[config.mk]
export PLATFORM = sky130hd
export DESIGN_NAME = r2fft_ctrl
export DESIGN_NICKNAME = d
export VERILOG_FILES = /design/src/hw/rtl/radix2_complex_fft_assert.svh /design/src/hw/rtl/r2fft_pkg.sv /design/src/hw/rtl/r2fft_ctrl.sv
export SDC_FILE = /design/constraint.sdc
export NUM_CORES = 1
export LEC_CHECK = 0
export ABC_CLOCK_PERIOD_IN_PS = 6450
export BUFFER_PORTS_ARGS = -buffer_cell sky130_fd_sc_hd__buf_2
export CAP_MARGIN = 0
export CORE_MARGIN = 5
export CORE_UTILIZATION = 34
export DETAILED_ROUTE_END_ITERATION = 6
export GPL_TIMING_DRIVEN = 0
export SYNTH_ARGS = -nofsm -noshare
export SYNTH_HDL_FRONTEND = slang
export SYNTH_SLANG_ARGS = --single-unit
[constraint.sdc]
create_clock -name clk -period 6.45 [get_ports clk]
set_input_delay 0.3225 -clock clk [delete_from_list [all_inputs] [get_ports clk]]
set_output_delay 0.3225 -clock clk [all_outputs]
set_load 0.01 [all_outputs]
[src/hw/rtl/radix2_complex_fft_assert.svh]
// Assertion macros for the FFT block
`ifndef RADIX2_COMPLEX_FFT_ASSERT_SVH
`define RADIX2_COMPLEX_FFT_ASSERT_SVH

`define R2F_ASSERT_IMPL(label, clk, rst, ante, cons, msg) \
  label: assert property (@(posedge clk) disable iff (rst) (ante) |-> (cons)) \
    else $error(msg);

`define R2F_ASSERT_NEXT(label, clk, rst, ante, cons, msg) \
  label: assert property (@(posedge clk) disable iff (rst) (ante) |=> (cons)) \
    else $error(msg);

`endif

[src/hw/rtl/r2fft_pkg.sv]
`timescale 1ns / 1ps
package r2fft_pkg;
  localparam int LOG2_MAX_POINTS = 6;
  localparam int TWIDDLE_BITS = 16;
  localparam int SAMPLE_BITS = 16;
  localparam int ACC_BITS = SAMPLE_BITS + LOG2_MAX_POINTS + 1;
  localparam int MAX_POINTS = 1 << LOG2_MAX_POINTS;
  localparam int ADDR_BITS = LOG2_MAX_POINTS;
  localparam int OUT_BITS = 23;
  localparam int STAGE_BITS = 3;
  localparam int PROD_BITS = ACC_BITS + TWIDDLE_BITS;

  localparam logic [0:0] REG_DIRECTION = 1'b0;
  localparam logic [0:0] REG_LOG2_POINTS = 1'b1;

  typedef logic signed [ACC_BITS-1:0] acc_t;
  typedef logic signed [TWIDDLE_BITS-1:0] twid_t;
  typedef logic [ADDR_BITS-1:0] addr_t;

  // controller to datapath
  typedef struct packed {
    logic  wr_load;     // write input sample at load_addr
    addr_t load_addr;
    addr_t rd_addr;     // both buffers read here every cycle
    logic  cap_a;       // capture read data as butterfly top
    logic  cap_b;       // capture read data as butterfly bottom
    logic  bf_mul;      // register twiddle products
    logic  wr_a;        // write a' at addr
    logic  wr_b;        // write b'
    addr_t wr_addr;
    logic [5:0] tw_idx;
    logic  direction;
  } r2f_cmd_t;

  function automatic logic [ADDR_BITS-1:0] bit_rev(input logic [ADDR_BITS-1:0] v,
                                                   input logic [STAGE_BITS-1:0] m);
    logic [ADDR_BITS-1:0] r;
    r = '0;
    for (int i = 0; i < ADDR_BITS; i++) begin
      if (i < int'(m)) r[int'(m) - 1 - i] = v[i];
    end
    return r;
  endfunction

  // quarter sine at 1.0 = 2^23
  function automatic logic [23:0] qsine(input logic [4:0] k);
    logic [23:0] r;
    unique case (k)
      5'd0: r = 24'd0;        5'd1: r = 24'd822227;   5'd2: r = 24'd1636536;
      5'd3: r = 24'd2435084;  5'd4: r = 24'd3210181;  5'd5: r = 24'd3954362;
      5'd6: r = 24'd4660461;  5'd7: r = 24'd5321678;  5'd8: r = 24'd5931642;
      5'd9: r = 24'd6484482;  5'd10: r = 24'd6974873; 5'd11: r = 24'd7398092;
      5'd12: r = 24'd7750063; 5'd13: r = 24'd8027398; 5'd14: r = 24'd8227423;
      5'd15: r = 24'd8348215; 5'd16: r = 24'd8388608;
      default: r = 24'd0;
    endcase
    return r;
  endfunction

  function automatic twid_t sine_at(input logic [5:0] t);
    logic [4:0] r;
    logic [23:0] mag0;
    logic [24:0] mag;
    logic [24:0] top;
    r = {1'b0, t[3:0]};
    mag0 = t[4] ? qsine(5'd16 - r) : qsine(r);
    mag = ({1'b0, mag0} + (25'd1 << (24 - TWIDDLE_BITS - 1))) >> (24 - TWIDDLE_BITS);
    top = (25'd1 << (TWIDDLE_BITS - 1)) - 25'd1;
    if (t[5]) return twid_t'(-$signed(mag));
    return (mag > top) ? twid_t'(top) : twid_t'(mag);
  endfunction
endpackage

[src/hw/rtl/r2fft_ctrl.sv]
`timescale 1ns / 1ps
module r2fft_ctrl import r2fft_pkg::*; (
  input  logic                  clk,
  input  logic                  rst,
  input  logic                  in_fire,
  input  logic                  out_stall,
  input  logic                  direction,
  input  logic [STAGE_BITS-1:0] m,
  input  logic                  restart,
  output r2f_cmd_t              cmd,
  output logic                  load_ready,
  output logic                  emit_valid,
  output logic                  emit_last
);
  typedef enum logic [2:0] {LOAD, RD_A, RD_B, WAIT, MUL, WR_A, WR_B, EMIT} state_t;
  state_t state;
  logic [ADDR_BITS:0] load_count;
  logic [STAGE_BITS-1:0] stage;
  logic [ADDR_BITS-1:0] bf;     // butterfly index within stage
  logic [ADDR_BITS:0] emit_idx; // next address to read
  logic rd_pend;                // read data for emit is valid
  logic dir_q;
  addr_t ia, ka, jmask;
  logic [ADDR_BITS-1:0] nm1;

  always_comb begin
    nm1 = ADDR_BITS'((1 << m) - 1);
    jmask = ADDR_BITS'((1 << stage) - 1);
    // top index: insert a zero at bit "stage" of bf
    ia = ((bf & ~jmask) << 1) | (bf & jmask);
    ka = ia | ADDR_BITS'(1 << stage);
  end

  always_comb begin
    cmd = '0;
    cmd.direction = dir_q;
    cmd.tw_idx = 6'((bf & jmask) << (3'd5 - stage));
    cmd.wr_addr = (state == WR_A) ? ia : ka;
    cmd.rd_addr = (state == RD_A) ? ia : ka;
    cmd.load_addr = bit_rev(load_count[ADDR_BITS-1:0] & nm1, m);
    cmd.wr_load = in_fire;
    unique case (state)
      RD_A: cmd.cap_a = 1'b1;
      RD_B: cmd.cap_b = 1'b1;
      MUL:  cmd.bf_mul = 1'b1;
      WR_A: cmd.wr_a = 1'b1;
      WR_B: cmd.wr_b = 1'b1;
      // hold the shown address while stalled, else fetch the next one
      EMIT: cmd.rd_addr = emit_idx[ADDR_BITS-1:0] - ADDR_BITS'(rd_pend && out_stall ? 1 : 0);
      default: ;
    endcase
    load_ready = (state == LOAD);
    emit_valid = (state == EMIT) && rd_pend;
    emit_last = emit_valid && (emit_idx == (ADDR_BITS+1)'(1 << m));
  end

  always_ff @(posedge clk) begin
    if (rst) begin
      state <= LOAD;
      load_count <= '0;
      stage <= '0;
      bf <= '0;
      emit_idx <= '0;
      rd_pend <= 1'b0;
      dir_q <= 1'b0;
    end else if (restart && state == LOAD) begin
      load_count <= '0;
    end else begin
      unique case (state)
        LOAD: if (in_fire) begin
          if (load_count + 1'b1 == (ADDR_BITS+1)'(1 << m)) begin
            load_count <= '0;
            dir_q <= direction;
            stage <= '0;
            bf <= '0;
            state <= RD_A;
          end else begin
            load_count <= load_count + 1'b1;
          end
        end
        RD_A: state <= RD_B;
        RD_B: state <= WAIT;
        WAIT: state <= MUL;
        MUL:  state <= WR_A;
        WR_A: state <= WR_B;
        WR_B: begin
          if (bf == ADDR_BITS'((1 << (m - 1)) - 1)) begin
            bf <= '0;
            if (stage == m - 1'b1) begin
              state <= EMIT;
              emit_idx <= '0;
              rd_pend <= 1'b0;
            end else begin
              stage <= stage + 1'b1;
              state <= RD_A;
            end
          end else begin
            bf <= bf + 1'b1;
            state <= RD_A;
          end
        end
        EMIT: begin
          // read issued at emit_idx, data shown next cycle
          if (!rd_pend) begin
            rd_pend <= 1'b1;
            emit_idx <= emit_idx + 1'b1;
          end else if (!out_stall) begin
            if (emit_last) begin
              rd_pend <= 1'b0;
              state <= LOAD;
            end else begin
              emit_idx <= emit_idx + 1'b1;
            end
          end
        end
        default: state <= LOAD;
      endcase
    end
  end
endmodule

==> impl_results.md <==
* Status: finished clean
* Gr usage total at 16.02%
* Syn Nets at 514
* Fmax at 0.2366 GHz
* DR vias/cell at 5.361
* Post-CTS Setup Inserts at 0
* Skew-Pair Late Insertion Delay at 0.28 ns
* Sw Share at 34.50%
* Worst-path clk slew at 0.11 ns
* # setup viols final at 0
* RePlAce Congestion at 0.8954
* Hold Violations, Final at 0
* Dpl cells at 656
* DP Worst Slack at 2.030 ns
* Synth Area per Inst at 6.723 µm²
* Setup crit end kind: flip-flop
* Synth Flop Type: dfxtp_1
* First-pass GRT wire length at 15.58 mm
* Vias in the first global route at 3204
* Die ar. at 11650 µm²
* Ys async rst share at 0%
* Post-synthesis sequential area ratio at 17.19%
* Share of power burned in the clock network at 29.4%
* Number of antenna violations at the first check in global routing at 0
* Rows at 35
* Detailed placer's ending HPWL at 7.338 mm
* Post-synth design cell area at 3261 µm²
* Clock buffer count from CTS at 3
* Final worst slack at 2.223 ns
* Syn. warnings at 0
* Die height at 107.9 µm
* Highest cell delay on the worst timing path at 0.53 ns
* Routed wire per std cell at 14.16 µm
* Total power at 0.4856 mW
* Peak VDD IR at 122.8 µV
* Sequential share of power at 37.4%
* Static leakage at 1.435 nW
* Share of cells above drive strength 1 at 13.18%
* Int Power at 0.3181 mW
* Final Max Slew Viols at 0
* Pin slew with the least headroom to its limit at 0.7587 ns
* Non-filler cells, final at 660
* Total global routing overflow at 0
* CP startpoint kind: input port
* Critical path fanouts, max at 10
* Max cap viols at 0
* Diodes inserted at 0
* Area post-placement at 3632 µm²
* DRC viols at 0
* Initial core utilization at 35.12%
* Antenna Nets Post-Route at 0
* DR pass1 iterations at 5
* CP arrival at 4.38 ns
* Combinational Power Share at 33.2%
* Number of flops mapped to enable cells by yosys at 0
* Period utilisation layout at 65.53%
* Worst Setup Path Type: input port to flip-flop
* Post-cts hold buffer count at 0
* Initial DRC count at 276
* Critical Path Slowest Stage Cell: o21ai_0
* Die width at 107.9 µm
* Overall routed net length at 9.343 mm
* Vias at 3538
* Hold/Removal Path Class: input port to flip-flop
* Unique masters post-synth at 63
* Cell Chain, Critical Path: buf_2 -> clkbuf_1 -> inv_1 -> ha_1 -> buf_2 -> or2_1 -> o21ai_1 -> nand2_1 -> ha_1 -> xnor2_1 -> nor2_1 -> nor4bb_1 -> o21ai_0 -> a21oi_2 -> nand2_1 -> o21ai_0 -> nor2_1
* Fin Setup TNS at 0 ns
* Design area at 3704 µm²
* Final nets at 561
* Clk buf depth at 2
* Pwr dens at 131.1 nW/µm²
* Core area at 9284 µm²
* Port bufs at 42
* H-tree Lvls at 1
* TritonCTS clock tree: done
* Slew HR at 49.32%
* Layout Utilization at 39.89%
* Final min period at 4.227 ns
* Boundary Pins at 43
* CTS resizes at 0
* CTS root buf: clkbuf_8
* Layout area overhead at 13.58%
* Skew final at 0.006633 ns
* CTS sink cnt at 28
* Cells after synthesis at 485
* Sw Pwr at 0.1676 mW
* Post-synthesis register bit count at 28
* RSZ-0062 raised after global routing: no
* CP required at 6.61 ns
* Pin count of the biggest net entering global routing at 17
* Worst hold slack at 0.2919 ns
[Yosys cell counts, drive strengths merged, types with 6 or more instances]
| master | n | area share [%] |
|---|---|---|
| nor2 | 51 | 5.9 |
| nand2 | 50 | 5.8 |
| a21oi | 49 | 7.8 |
| o21ai | 46 | 7.2 |
| dfxtp | 28 | 17 |
| clkbuf | 24 | 2.8 |
| inv | 21 | 2.4 |
| nand3 | 21 | 3.2 |
| ha | 20 | 7.7 |
| xnor2 | 18 | 4.8 |
| nor3 | 16 | 2.5 |
| xor2 | 13 | 3.5 |
| buf | 11 | 1.8 |
| a31oi | 9 | 1.7 |
| nor2b | 9 | 1.7 |
| nand2b | 8 | 1.5 |
| and3 | 7 | 1.3 |
| nor3b | 6 | 1.4 |
[layout by cell type, fill, tap and decap left out, types with 6 or more instances in the layout]
cell,instances
nor2_1,51
nor3b_1,6
a21oi_1,47
buf_2,49
a31oi_1,9
and3_1,7
nand2b_1,8
nor3_1,16
xor2_1,13
dfxtp_1,28
ha_1,20
nand3_1,21
clkbuf_1,24
o21ai_0,44
nand2_1,50
inv_1,21
nor2b_1,9
xnor2_1,18
[kinds of logic after synthesis]
group / share of synthesized area (%)
adders and majority gates: 7.675
DFF: 17.19
AOI/OAI and AO/OA: 28.40
xor gates and xnor gates: 8.327
muxes: 1.880
and+or+nand+nor: 29.47
buffers and inverters: 7.061
[power by group through the flow]
| stage | Sequential (mW) | Combinational (mW) | Clock (mW) |
|---|---|---|---|
| floorplan | 0.185 | 0.117 | 0 |
| global placement | 0.185 | 0.158 | 0 |
| detailed placement | 0.185 | 0.160 | 0 |
| CTS | 0.181 | 0.161 | 0.145 |
| global route | 0.182 | 0.180 | 0.155 |
| finish | 0.181 | 0.161 | 0.143 |
[worst paths after layout]
kind                                    from                  endpoint  slack [ns]  depth (start not counted)
setup / recovery                        m[0]  emit_idx[1]$_SDFFE_PP0P_        2.22                         17
hold / removal                     direction        dir_q$_SDFFE_PP0P_        0.29                          3
setup reg to reg  load_count[0]$_SDFFE_PP0P_        bf[0]$_SDFFE_PP0P_        3.30                         11
hold reg to reg           dir_q$_SDFFE_PP0P_        dir_q$_SDFFE_PP0P_        0.48                          2
[sequential cells by signal, summed over array words and instances (netlist names)]
register and flops:
bf 6, dir_q 1, emit_idx 7, load_count 7
rd_pend 1, stage 3, state 3
[per-layer routing]
layer | GRT usage, % | vias to the layer above | share of wire [%]
met3 | 2.328 | 12 | 4.2
met2 | 25.44 | 92 | 45
met5 | 0 | - | 0
met1 | 22.97 | 1635 | 49
met4 | 3.517 | 0 | 1.3
li1 | - | 1799 | -
[critical path, delay by kind of cell]
kind                     cells  cell delay, ns
AO/OA/AOI/OAI                4            1.37
AND/OR/NAND/NOR              6            0.97
buffers and inverters        4            0.96
adder cells (fa/ha/maj)      2            0.52
XOR/XNOR                     1            0.24
[cell type report]
cell class | instances | area, µm²
Multi-Input combinational cell | 400 | 2470
Tap cell | 129 | 161.4
Timing Repair Buffer | 42 | 210.2
Sequential cell | 28 | 560.5
Inverter | 22 | 82.58
Buffer | 35 | 147.6
Fill cell | 1007 | 5580
Clock buffer | 3 | 41.29
Clock inverter | 1 | 30.03
(Power assumes the default switching activity.)
